<file path="src/rtl/core/gcode_line_assembler_macros.svh">
// assertion macros for the line assembler
`ifndef GCODE_LINE_ASSEMBLER_MACROS_SVH
`define GCODE_LINE_ASSEMBLER_MACROS_SVH

`ifndef ASSERT_OFF
// antecedent holds -> consequent holds in the same cycle
`define GLA_ASSERT_NOW(lbl, clk, rst, ante, cons) \
   lbl: assert property (@(posedge clk) disable iff (rst) (ante) |-> (cons)) \
      else $error("assertion failed");
// antecedent holds -> consequent holds in the next cycle
`define GLA_ASSERT_NEXT(lbl, clk, rst, ante, cons) \
   lbl: assert property (@(posedge clk) disable iff (rst) (ante) |=> (cons)) \
      else $error("assertion failed");
`else
`define GLA_ASSERT_NOW(lbl, clk, rst, ante, cons)
`define GLA_ASSERT_NEXT(lbl, clk, rst, ante, cons)
`endif

`endif

</file>
<file path="src/rtl/core/gla_pkg.sv">
`default_nettype none

package gla_pkg;

   localparam int LINE_LENGTH = 64;
   localparam int IDX_W       = $clog2(LINE_LENGTH);
   localparam int LEN_W       = $clog2(LINE_LENGTH + 1);

   localparam logic [7:0] CH_CTRL_X  = 8'h18;
   localparam logic [7:0] CH_LF      = 8'h0A;
   localparam logic [7:0] CH_TAB     = 8'h09;
   localparam logic [7:0] CH_SPACE   = 8'h20;
   localparam logic [7:0] PRINT_LO   = 8'h20;
   localparam logic [7:0] PRINT_HI   = 8'h7E;
   localparam logic [7:0] CH_QUERY   = 8'h3F;
   localparam logic [7:0] CH_BANG    = 8'h21;
   localparam logic [7:0] CH_TILDE   = 8'h7E;
   localparam logic [7:0] CH_DOLLAR  = 8'h24;
   localparam logic [7:0] CH_LPAREN  = 8'h28;
   localparam logic [7:0] CH_RPAREN  = 8'h29;
   localparam logic [7:0] CH_SEMI    = 8'h3B;
   localparam logic [7:0] CH_LC_A    = 8'h61;
   localparam logic [7:0] CH_LC_Z    = 8'h7A;
   localparam logic [7:0] CASE_SHIFT = 8'h20;

   localparam logic KIND_EVENT = 1'b0;
   localparam logic KIND_CHAR  = 1'b1;

   localparam logic STATUS_OK       = 1'b0;
   localparam logic STATUS_OVERFLOW = 1'b1;

   typedef enum logic [1:0] {
      RT_RESET  = 2'd0,
      RT_STATUS = 2'd1,
      RT_HOLD   = 2'd2,
      RT_START  = 2'd3
   } rt_code_type;

   typedef enum logic [1:0] {
      REG_ALLOW_DOLLAR = 2'd0,
      REG_STRIP_PAREN  = 2'd1,
      REG_STRIP_SEMI   = 2'd2,
      REG_UPPERCASE    = 2'd3
   } reg_index_type;

   localparam int CSR_ADDR_W = 4;
   localparam int CSR_DATA_W = 32;

endpackage

`default_nettype wire

</file>
<file path="src/rtl/core/gcode_line_assembler.sv">
// channel   direction  handshake               payload
// req       in         req_valid / req_stall   req_in_byte
// rsp       out        rsp_valid / rsp_stall   rsp_kind, rsp_rt_code, rsp_line_char,
//                                              rsp_line_status, rsp_last
// csr       in/out     apb, pready tied high   4 one-bit registers at 4*i
//
// a byte that emits nothing or one realtime event is taken without leaving idle
// an lf that emits n characters steps through S_READ and S_EMIT once per character:
// a store read, then an output load that waits while the output slot is held
// trim bounds and the '$' test are tracked while the line fills, no scan at lf
// reset is synchronous; the store keeps its contents, only control clears
// rsp_stall holds the output register, and req_stall rises until it frees
`default_nettype none
`include "gcode_line_assembler_macros.svh"

module gcode_line_assembler (
   input  wire logic                            clock,
   input  wire logic                            reset,
   input  wire logic                            req_valid,
   output logic                                 req_stall,
   input  wire logic [7:0]                      req_in_byte,
   output logic                                 rsp_valid,
   input  wire logic                            rsp_stall,
   output logic                                 rsp_kind,
   output logic [1:0]                           rsp_rt_code,
   output logic [6:0]                           rsp_line_char,
   output logic                                 rsp_line_status,
   output logic                                 rsp_last,
   input  wire logic                            psel,
   input  wire logic                            penable,
   input  wire logic                            pwrite,
   input  wire logic [gla_pkg::CSR_ADDR_W-1:0]  paddr,
   input  wire logic [gla_pkg::CSR_DATA_W-1:0]  pwdata,
   output logic [gla_pkg::CSR_DATA_W-1:0]       prdata,
   output logic                                 pready
);

   localparam int IDX_W = gla_pkg::IDX_W;
   localparam int LEN_W = gla_pkg::LEN_W;

   typedef enum logic [2:0] {
      S_IDLE = 3'b001,
      S_READ = 3'b010,
      S_EMIT = 3'b100
   } state_type;

   // configuration
   logic allow_dollar_ff, strip_paren_ff, strip_semi_ff, uppercase_ff;
   logic csr_write;
   gla_pkg::reg_index_type csr_index;

   // line state
   logic [LEN_W-1:0] len_ff, len_in;
   logic             ovf_ff, ovf_in;
   logic             paren_ff, paren_in;
   logic             semi_ff, semi_in;
   logic             nb_seen_ff, nb_seen_in;
   logic [IDX_W-1:0] first_nb_ff, first_nb_in;
   logic [LEN_W-1:0] last_nb_ff, last_nb_in;
   logic             dollar_ff, dollar_in;

   // emission sequencer
   state_type        state_ff, state_in;
   logic [IDX_W-1:0] idx_ff, idx_in;
   logic [LEN_W-1:0] end_ff, end_in;
   logic             status_ff, status_in;

   // store
   logic [6:0]       line_mem [gla_pkg::LINE_LENGTH];
   logic [6:0]       rd_data_ff;
   logic             wr_en;
   logic [6:0]       wr_data;

   // output register
   logic                 rsp_valid_ff, rsp_valid_in;
   logic                 kind_ff, kind_in;
   gla_pkg::rt_code_type code_ff, code_in;
   logic [6:0]           char_ff, char_in;
   logic                 lstat_ff, lstat_in;
   logic                 last_ff, last_in;

   logic       slot_free;
   logic       accept;
   logic [7:0] c;
   logic [7:0] c_up;
   logic       printable;
   logic       blank;
   logic       emit_last;

   assign pready    = 1'b1;
   assign csr_write = psel && penable && pwrite;
   assign csr_index = gla_pkg::reg_index_type'(paddr[3:2]);

   always_comb begin
      prdata = '0;
      case (csr_index)
         gla_pkg::REG_ALLOW_DOLLAR: prdata[0] = allow_dollar_ff;
         gla_pkg::REG_STRIP_PAREN:  prdata[0] = strip_paren_ff;
         gla_pkg::REG_STRIP_SEMI:   prdata[0] = strip_semi_ff;
         gla_pkg::REG_UPPERCASE:    prdata[0] = uppercase_ff;
         default:                   prdata    = '0;
      endcase
   end

   always_ff @(posedge clock) begin
      if (reset) begin
         allow_dollar_ff <= 1'b1;
         strip_paren_ff  <= 1'b1;
         strip_semi_ff   <= 1'b1;
         uppercase_ff    <= 1'b1;
      end else if (csr_write && pready) begin
         case (csr_index)
            gla_pkg::REG_ALLOW_DOLLAR: allow_dollar_ff <= pwdata[0];
            gla_pkg::REG_STRIP_PAREN:  strip_paren_ff  <= pwdata[0];
            gla_pkg::REG_STRIP_SEMI:   strip_semi_ff   <= pwdata[0];
            gla_pkg::REG_UPPERCASE:    uppercase_ff    <= pwdata[0];
            default: begin
            end
         endcase
      end
   end

   assign slot_free = !rsp_valid_ff || !rsp_stall;
   assign req_stall = !((state_ff == S_IDLE) && slot_free);
   assign accept    = req_valid && !req_stall;
   assign c         = req_in_byte;
   assign printable = ((c >= gla_pkg::PRINT_LO) && (c <= gla_pkg::PRINT_HI))
                      || (c == gla_pkg::CH_TAB);
   assign c_up      = (uppercase_ff && (c >= gla_pkg::CH_LC_A) && (c <= gla_pkg::CH_LC_Z))
                      ? (c - gla_pkg::CASE_SHIFT) : c;
   assign blank     = (c_up == gla_pkg::CH_SPACE) || (c_up == gla_pkg::CH_TAB);
   assign wr_data   = c_up[6:0];
   assign emit_last = ((LEN_W'(idx_ff) + LEN_W'(1)) == end_ff);

   always_comb begin
      len_in       = len_ff;
      ovf_in       = ovf_ff;
      paren_in     = paren_ff;
      semi_in      = semi_ff;
      nb_seen_in   = nb_seen_ff;
      first_nb_in  = first_nb_ff;
      last_nb_in   = last_nb_ff;
      dollar_in    = dollar_ff;
      state_in     = state_ff;
      idx_in       = idx_ff;
      end_in       = end_ff;
      status_in    = status_ff;
      wr_en        = 1'b0;
      rsp_valid_in = rsp_valid_ff && rsp_stall;
      kind_in      = kind_ff;
      code_in      = code_ff;
      char_in      = char_ff;
      lstat_in     = lstat_ff;
      last_in      = last_ff;

      case (state_ff)
         S_IDLE: begin
            if (accept) begin
               if ((c == gla_pkg::CH_CTRL_X) || (c == gla_pkg::CH_QUERY) ||
                   (c == gla_pkg::CH_BANG) || (c == gla_pkg::CH_TILDE)) begin
                  rsp_valid_in = 1'b1;
                  kind_in      = gla_pkg::KIND_EVENT;
                  char_in      = '0;
                  lstat_in     = gla_pkg::STATUS_OK;
                  last_in      = 1'b1;
                  if (c == gla_pkg::CH_CTRL_X) begin
                     code_in    = gla_pkg::RT_RESET;
                     len_in     = '0;
                     ovf_in     = 1'b0;
                     paren_in   = 1'b0;
                     semi_in    = 1'b0;
                     nb_seen_in = 1'b0;
                  end else if (c == gla_pkg::CH_QUERY) begin
                     code_in = gla_pkg::RT_STATUS;
                  end else if (c == gla_pkg::CH_BANG) begin
                     code_in = gla_pkg::RT_HOLD;
                  end else begin
                     code_in = gla_pkg::RT_START;
                  end
               end else if (c == gla_pkg::CH_LF) begin
                  // bounds are latched, so the line state clears right away
                  len_in     = '0;
                  ovf_in     = 1'b0;
                  paren_in   = 1'b0;
                  semi_in    = 1'b0;
                  nb_seen_in = 1'b0;
                  if (ovf_ff) begin
                     state_in  = S_READ;
                     idx_in    = '0;
                     end_in    = LEN_W'(gla_pkg::LINE_LENGTH);
                     status_in = gla_pkg::STATUS_OVERFLOW;
                  end else if (nb_seen_ff && (allow_dollar_ff || !dollar_ff)) begin
                     state_in  = S_READ;
                     idx_in    = first_nb_ff;
                     end_in    = last_nb_ff;
                     status_in = gla_pkg::STATUS_OK;
                  end
               end else if (printable && !semi_ff) begin
                  if (strip_paren_ff && paren_ff) begin
                     if (c == gla_pkg::CH_RPAREN) begin
                        paren_in = 1'b0;
                     end
                  end else if (strip_paren_ff && (c == gla_pkg::CH_LPAREN)) begin
                     paren_in = 1'b1;
                  end else if (strip_semi_ff && (c == gla_pkg::CH_SEMI)) begin
                     semi_in = 1'b1;
                  end else if (len_ff < LEN_W'(gla_pkg::LINE_LENGTH)) begin
                     wr_en  = 1'b1;
                     len_in = len_ff + LEN_W'(1);
                     if (!blank) begin
                        last_nb_in = len_ff + LEN_W'(1);
                        if (!nb_seen_ff) begin
                           nb_seen_in  = 1'b1;
                           first_nb_in = len_ff[IDX_W-1:0];
                           dollar_in   = (c_up == gla_pkg::CH_DOLLAR);
                        end
                     end
                  end else begin
                     ovf_in = 1'b1;
                  end
               end
            end
         end
         S_READ: begin
            state_in = S_EMIT;
         end
         S_EMIT: begin
            if (slot_free) begin
               rsp_valid_in = 1'b1;
               kind_in      = gla_pkg::KIND_CHAR;
               code_in      = gla_pkg::RT_RESET;
               char_in      = rd_data_ff;
               lstat_in     = status_ff;
               last_in      = emit_last;
               if (emit_last) begin
                  state_in = S_IDLE;
               end else begin
                  idx_in   = idx_ff + IDX_W'(1);
                  state_in = S_READ;
               end
            end
         end
         default: begin
            state_in = S_IDLE;
         end
      endcase
   end

   // store with one write and one read port: write on a stored byte, registered read every cycle
   always_ff @(posedge clock) begin
      if (wr_en) begin
         line_mem[len_ff[IDX_W-1:0]] <= wr_data;
      end
      rd_data_ff <= line_mem[idx_ff];
   end

   always_ff @(posedge clock) begin
      if (reset) begin
         state_ff     <= S_IDLE;
         len_ff       <= '0;
         ovf_ff       <= 1'b0;
         paren_ff     <= 1'b0;
         semi_ff      <= 1'b0;
         nb_seen_ff   <= 1'b0;
         rsp_valid_ff <= 1'b0;
      end else begin
         state_ff     <= state_in;
         len_ff       <= len_in;
         ovf_ff       <= ovf_in;
         paren_ff     <= paren_in;
         semi_ff      <= semi_in;
         nb_seen_ff   <= nb_seen_in;
         rsp_valid_ff <= rsp_valid_in;
      end
   end

   always_ff @(posedge clock) begin
      first_nb_ff <= first_nb_in;
      last_nb_ff  <= last_nb_in;
      dollar_ff   <= dollar_in;
      idx_ff      <= idx_in;
      end_ff      <= end_in;
      status_ff   <= status_in;
      kind_ff     <= kind_in;
      code_ff     <= code_in;
      char_ff     <= char_in;
      lstat_ff    <= lstat_in;
      last_ff     <= last_in;
   end

   assign rsp_valid       = rsp_valid_ff;
   assign rsp_kind        = kind_ff;
   assign rsp_rt_code     = code_ff;
   assign rsp_line_char   = char_ff;
   assign rsp_line_status = lstat_ff;
   assign rsp_last        = last_ff;

   `GLA_ASSERT_NOW(a_len_bound, clock, reset, 1'b1, len_ff <= LEN_W'(gla_pkg::LINE_LENGTH))
   `GLA_ASSERT_NOW(a_ovf_full, clock, reset, ovf_ff, len_ff == LEN_W'(gla_pkg::LINE_LENGTH))
   `GLA_ASSERT_NOW(a_emit_range, clock, reset, state_ff != S_IDLE, LEN_W'(idx_ff) < end_ff)
   `GLA_ASSERT_NEXT(a_read_then_emit, clock, reset, state_ff == S_READ, state_ff == S_EMIT)
   `GLA_ASSERT_NOW(a_trim_order, clock, reset, nb_seen_ff, LEN_W'(first_nb_ff) < last_nb_ff)

endmodule

`default_nettype wire
</file>
<file path="config.mk">
export PLATFORM = sky130hd
export DESIGN_NAME = gcode_line_assembler
export DESIGN_NICKNAME = d
export VERILOG_FILES = /design/src/rtl/core/gla_pkg.sv /design/src/rtl/core/gcode_line_assembler.sv
export VERILOG_INCLUDE_DIRS = /design/src /design/src/rtl/core
export SDC_FILE = /design/constraint.sdc
export NUM_CORES = 1
export LEC_CHECK = 0
export ABC_CLOCK_PERIOD_IN_PS = 4600
export BUFFER_PORTS_ARGS = -buffer_cell sky130_fd_sc_hd__buf_2
export CORE_MARGIN = 8
export CORE_UTILIZATION = 59
export CTS_CLUSTER_DIAMETER = 60
export DETAILED_ROUTE_END_ITERATION = 6
export PLACE_DENSITY = 0.77
export SLEW_MARGIN = 20
export SYNTH_ARGS = -nofsm -noshare
export SYNTH_HDL_FRONTEND = slang
export SYNTH_SLANG_ARGS = --single-unit
</file>
<file path="constraint.sdc">
create_clock -name clock -period 4.6 [get_ports clock]
set_input_delay 0.23 -clock clock [delete_from_list [all_inputs] [get_ports clock]]
set_output_delay 0.23 -clock clock [all_outputs]
set_load 0.02 [all_outputs]
</file>
After elaboration in Yosys (flattened, before gate mapping):

Memory sizes are Yosys's and may differ from the RTL's. A register that Yosys moved wholly into a read port is not among the register bits.
Index checks and enable logic that the tools add are counted.

* bitwise gates (word level): 7
* reduce and logical (&&, ||, !) cells: 47
* mux-type cells: 92
* add/sub/neg operators: 4
* $lt $le $gt $ge: 5
* eq/ne operators: 33

Operators by type and width (number)
* $mux W7: 12
* $eq A8 B6 Y1 const B: 7
* $mux W1: 51
* $mux W6: 7
* $eq A8 B4 Y1 const B: 3
* $mux W3: 6
* $le A8 B7 Y1 const B: 2
* $reduce_and A8 Y1: 2
* $pmux W7 S2: 1
* $reduce_and A7 Y1: 2
* $logic_and A1 B1 Y1: 13
* $mux W2: 6
* $ne A3 B3 Y1 const B: 4
* $pmux W6 S2: 1
* $reduce_and A11 Y1: 1
* $ne A2 B2 Y1 const B: 5
* $reduce_and A10 Y1: 1
* $reduce_and A5 Y1: 2
* $pmux W3 S3: 1
* $reduce_and A9 Y1: 1
* $reduce_bool A3 Y1: 3
* $eq A8 B5 Y1 const B: 1
* $eq A8 B7 Y1 const B: 1
* $ge A8 B6 Y1 const B: 1
* other kinds (29): 54

* output and inout port bits: 47
* memories kept: 1
* logic and storage cells: 211
* bits in writable memories: 448
* register bits: 59

Memories
* line_mem: depth 64, bits a word 7, rd ports 1, clocked after memory_dff 1, write ports 1, RTL line gcode_line_assembler.sv:69 `logic [6:0] line_mem [gla_pkg::LINE_LENGTH];`

Depth between registers and ports, before layout:

* depth in word-level cells: 14
* gate-level depth with buffers: 9
* gate-level depth less buffers: 8

Least setup slack after synthesis:

OpenSTA, ideal clock, no wires.

* path type: input -> register
* from: input port req_in_byte[2]
* to: memory line_mem[0][6] (data pin)
* stages on the path: 5
* arrival time: 3115 ps
* setup slack: 897 ps
* path buffers: 1
* setup time: 588 ps
* data required time: 4012 ps
* path through: clkbuf_1 -> or4_1 -> o221ai_1 -> inv_1 -> a31oi_1

* cells in the longest elaborated chain, start to end: 4
* elaborated cells on any way between the ends: 6

RTL lines
* start, declared: RTL line gcode_line_assembler.sv:21 `input wire logic [7:0] req_in_byte,`
* $ge A8 B7 Y1: RTL line gcode_line_assembler.sv:129 `assign c_up = (uppercase_ff && (c >= gla_pkg::CH_LC_A) && (c <= gla_pkg::CH_LC_Z))`
* $logic_and A1 B1 Y1 (2 in series): RTL line gcode_line_assembler.sv:129
* $mux W8 (*): RTL line gcode_line_assembler.sv:130 `? (c - gla_pkg::CASE_SHIFT) : c;`
* named net c_up[6]: RTL line gcode_line_assembler.sv:85 `logic [7:0] c_up;`
* end, declared: RTL line gcode_line_assembler.sv:69

The timed path passes the listed nets; every way through them passes the cells marked *.

Worst setup path after layout:

* from: register state_ff[2]
* to: memory line_mem[52][1], enable pin

* cells in the longest elaborated chain, start to end: 7

RTL lines
* start, declared: RTL line gcode_line_assembler.sv:63 `state_type state_ff, state_in;`
* start signal, assigned: RTL line gcode_line_assembler.sv:267 `state_ff <= state_in;`
* $eq A3 B1 Y1 (*): RTL line gcode_line_assembler.sv:124, gcode_line_assembler.sv:156
* $logic_and A1 B1 Y1: RTL line gcode_line_assembler.sv:124 `assign req_stall = !((state_ff == S_IDLE) && slot_free);`
* $logic_and A1 B1 Y1: RTL line gcode_line_assembler.sv:125 `assign accept = req_valid && !req_stall;`
* $mux W1: RTL line gcode_line_assembler.sv:158 `if (accept) begin`
* $mux W1 (*): RTL line gcode_line_assembler.sv:156 `case (state_ff)`
* $mux W1 (*): RTL line gcode_line_assembler.sv:251 `if (wr_en) begin`
* $mux W1 (implied by the code) (*): RTL line gcode_line_assembler.sv:252 `line_mem[len_ff[IDX_W-1:0]] <= wr_data;`

Every way passes the cells marked *; elsewhere a longest branch is shown, timed or not.

==> qor.csv <==
stage,metric,value,unit
sta,total negative slack,0,ns
setup_path,Crit. End Element,register,
yosys,Yosys reg bits,514,
drt,WL per Instance,25.95,um
yosys,Synth area leader,edfxtp_1,
sta,count of final hold-check violations,0,
clock_network,"Hold-fix buffers, CTS",3,
grt,largest net degree at the start of global routing,115,
setup_path,Max stage delay on crit path,0.75,ns
clock_network,Max Buffers Root-to-Sink,3,
setup_path,worst path required time,4.79,ns
yosys,Synth warnings,0,
power,Power Total,0.009064,W
drt,Detail Route Antenna Nets,0,
grt,initial antenna violation count,4,
floorplan,Rows,68,
clock_network,# resized after CTS,0,
setup_path,CP Launch Type,register,
placement,placer congestion estimate,0.8412,
yosys,Post-Syn Instances,1140,
sta,fin. max-slew vios,0,
power,pwr/cell area,398.6,nW/um^2
yosys,Synth async-reset ratio,0,%
drt,DR pass1 iterations,7,
sta,"Setup violations, final",0,
clock_network,CTS sink count,514,
floorplan,Starting Density,59.86,%
grt,GRT Overall Usage,21.03,%
yosys,post-synthesis sequential area ratio,73.38,%
floorplan,DIE WIDTH,203.2,um
cells_and_area,"Core Util, Final",65.83,%
drt,vias,10740,
grt,gr ovfl total,0,
sta,post-route minimum period,3.442,ns
drt,drt via density,6.421,
yosys,mapped cell area,20680,um^2
setup_path,crit-path max FO,12,
clock_network,CTS tree,built,
setup_path,CP Class,register to register,
grt,first-pass GRT wire length,65.67,mm
yosys,Mean Syn Cell Area,18.14,um^2
clock_network,"Reg clk slew, reported paths",0.06,ns
sta,RSZ-0062 raised after global routing,false,
min_path,hold_sp,paddr[3],
floorplan,DIE AREA,41290,um^2
setup_path,Arrival @ worst endpoint,3.64,ns
cells_and_area,Nets,1231,
floorplan,Die Y,203.2,um
yosys,share of the synthesized area in the top cell type,70.87,%
floorplan,IO Count,98,
drt,routed wire length,43.39,mm
yosys,"top cells by area, synth","edfxtp_1, mux4_2, dfxtp_1",
placement,HPWL after detailed placement,27.07,mm
power,Leak,7.153,nW
power,maximum vdd drop,0.0003333,V
min_path,hold path cells,4,
setup_path,Worst Reg2Reg Path Length in Cells,5,
clock_network,clk_lat worst skew,0.56,ns
setup_path,Buf/Inv on CP,0,
min_path,hold endpoint,strip_paren_ff$_SDFFE_PP1P_,
status,status,finished clean,
sta,final worst slack,1.158,ns
clock_network,CTS H-Tree Depth,2,
min_path,Hold/Removal Path Class,input port to register,
yosys,"EDFF count, synth",488,
cells_and_area,Area growth syn-to-layout,9.960,%
sta,max_slew headroom,31.18,%
setup_path,r2r setup slk,1.16,ns
grt,vias in the first global route,10530,
floorplan,core area,34540,um^2
clock_network,CTS buffer count,49,
clock_network,clock root buffer,clkbuf_16,
yosys,"Top FF cell, synth",edfxtp_1,
cells_and_area,Fill cells,2273,
sta,fin crit share,74.83,%
sta,Max Freq,0.2905,GHz
setup_path,Critical Path Slowest Stage Cell,nor2_1,
setup_path,CP Cell Sequence,"nor2b_1, nand4_1, nor4_4, nand4b_1, nor2_1",
sta,worst-margin pin slew,1.029,ns
setup_path,"delay-heaviest family, CP",simple AND/OR/NAND/NOR gates,
cells_and_area,fraction of layout cells with a size suffix above 1,20.02,%
drt,DR iter-0 viols,1280,
yosys,post-synth cell types,59,
clock_network,postcts setup bufs,0,
run,Max Cap Viol,0,
setup_path,RR Startpoint,state_ff[2]$_SDFFE_PP0P_,
placement,dpl ws,0.8738,ns
setup_path,worst reg2reg endpoint,line_mem[52][1]$_DFFE_PP_,
drt,DRC,0,
sta,Layout Skew,0.01567,ns
placement,port bufs,32,
cells in the final DEF (no fill, tap or decap), types with 25 or more instances in the layout:
| master | instances |
|---|---|
| mux4_2 | 113 |
| a21oi_1 | 41 |
| conb_1 | 32 |
| nor2_1 | 88 |
| edfxtp_1 | 488 |
| clkbuf_16 | 51 |
| buf_2 | 32 |
| nand2_1 | 25 |
| a22oi_1 | 56 |
| dfxtp_1 | 26 |
synthesized netlist by cell type (4+ instances only):
| library cell | instances |
|---|---|
| nor3_1 | 15 |
| a21oi_1 | 42 |
| mux4_2 | 113 |
| and3_1 | 11 |
| inv_1 | 10 |
| nand3_1 | 16 |
| nor2b_1 | 14 |
| nand4_1 | 7 |
| xor2_1 | 5 |
| o311ai_0 | 5 |
| o21ai_0 | 11 |
| buf_4 | 33 |
| nand4b_1 | 4 |
| xnor2_1 | 9 |
| nand2_1 | 25 |
| or3_1 | 8 |
| nor2_1 | 89 |
| nor4_1 | 5 |
| clkbuf_1 | 41 |
| or4_1 | 10 |
| buf_1 | 16 |
| nand2b_1 | 10 |
| ha_1 | 5 |
| buf_2 | 6 |
| nand3b_1 | 7 |
| mux2i_1 | 5 |
| a31oi_1 | 4 |
| edfxtp_1 | 488 |
| dfxtp_1 | 26 |
| a22oi_1 | 56 |
area by class of cell:
class | instances | area [um^2] | area share, %
well taps | 455 | 569.3 | 2.504
diodes | 3 | 7.507 | 0.03302
clock inverters | 26 | 147.6 | 0.6493
flip-flops and latches | 514 | 15170 | 66.74
clock buffers | 64 | 1325 | 5.827
multi-input cells | 547 | 5109 | 22.47
inverters | 12 | 45.04 | 0.1981
repair buffers | 51 | 360.3 | 1.585
cells by family after synthesis:
kind of cell	count (synthesis)	share of synthesized area, %
DFF	514	73.38
and+or+nand+nor	240	6.093
adders and majority gates	5	0.3025
xor gates and xnor gates	14	0.5930
AOI/OAI and AO/OA	137	4.369
other	2	0.03632
muxes	119	12.60
buffers and inverters	109	2.620
through the flow:
step,instance area [um^2],std cells,hold WS (ns)
after global placement,21230,1576,0.4733
after global routing,22730,1669,0.06559
after floorplan,20790,1170,0.3289
final,22740,1672,0.04441
after CTS,22730,1669,0.03503
after detailed placement,21230,1576,0.4755
worst register-to-register path, stage by stage, from the launching register on:
cell and delay, ns:
dfxtp_1 0.43, nor2b_1 0.24, nand4_1 0.46, nor4_4 0.72
nand4b_1 0.47, nor2_1 0.75
report_power, final:
part | internal, W | total, W | switching, W
logic | 0.0000369 | 0.000203 | 0.000167
registers | 0.00514 | 0.00514 | 0.00000714
clock network | 0.00208 | 0.00372 | 0.00164
total | 0.00725 | 0.00906 | 0.00181
state kept, by name, indices dropped and copies added (netlist names), 2 cells and up:
signal and count:
line_mem 448, rsp_line_char 7, state_ff 3, idx_ff 6, len_ff 7, end_ff 7
rsp_rt_code 2, last_nb_ff 7, first_nb_ff 6, rd_data_ff 7
layer usage:
layer	GRT usage, %	vias to the layer above	share of wire, %
met2	33.90	558	48
met5	0	-	0
met1	29.03	5465	39
met4	6.579	0	2.9
met3	4.126	84	9.7
li1	-	4629	-
worst max-delay path by stage:
stage / from / end / slack (ns) / depth (start not counted)
2_1_floorplan: req_in_byte[2] / line_mem[0][6]$_DFFE_PP_ / 0.90 / 5
3_3_place_gp: req_in_byte[3] / line_mem[41][0]$_DFFE_PP_ / 0.96 / 7
3_5_place_dp: req_in_byte[3] / line_mem[20][6]$_DFFE_PP_ / 0.87 / 7
4_1_cts: state_ff[2]$_SDFFE_PP0P_ / line_mem[20][0]$_DFFE_PP_ / 1.18 / 5
5_1_grt: state_ff[2]$_SDFFE_PP0P_ / line_mem[20][0]$_DFFE_PP_ / 0.96 / 5
6_report: state_ff[2]$_SDFFE_PP0P_ / line_mem[52][1]$_DFFE_PP_ / 1.16 / 5
No activity file was read; power rests on OpenSTA's default activity.
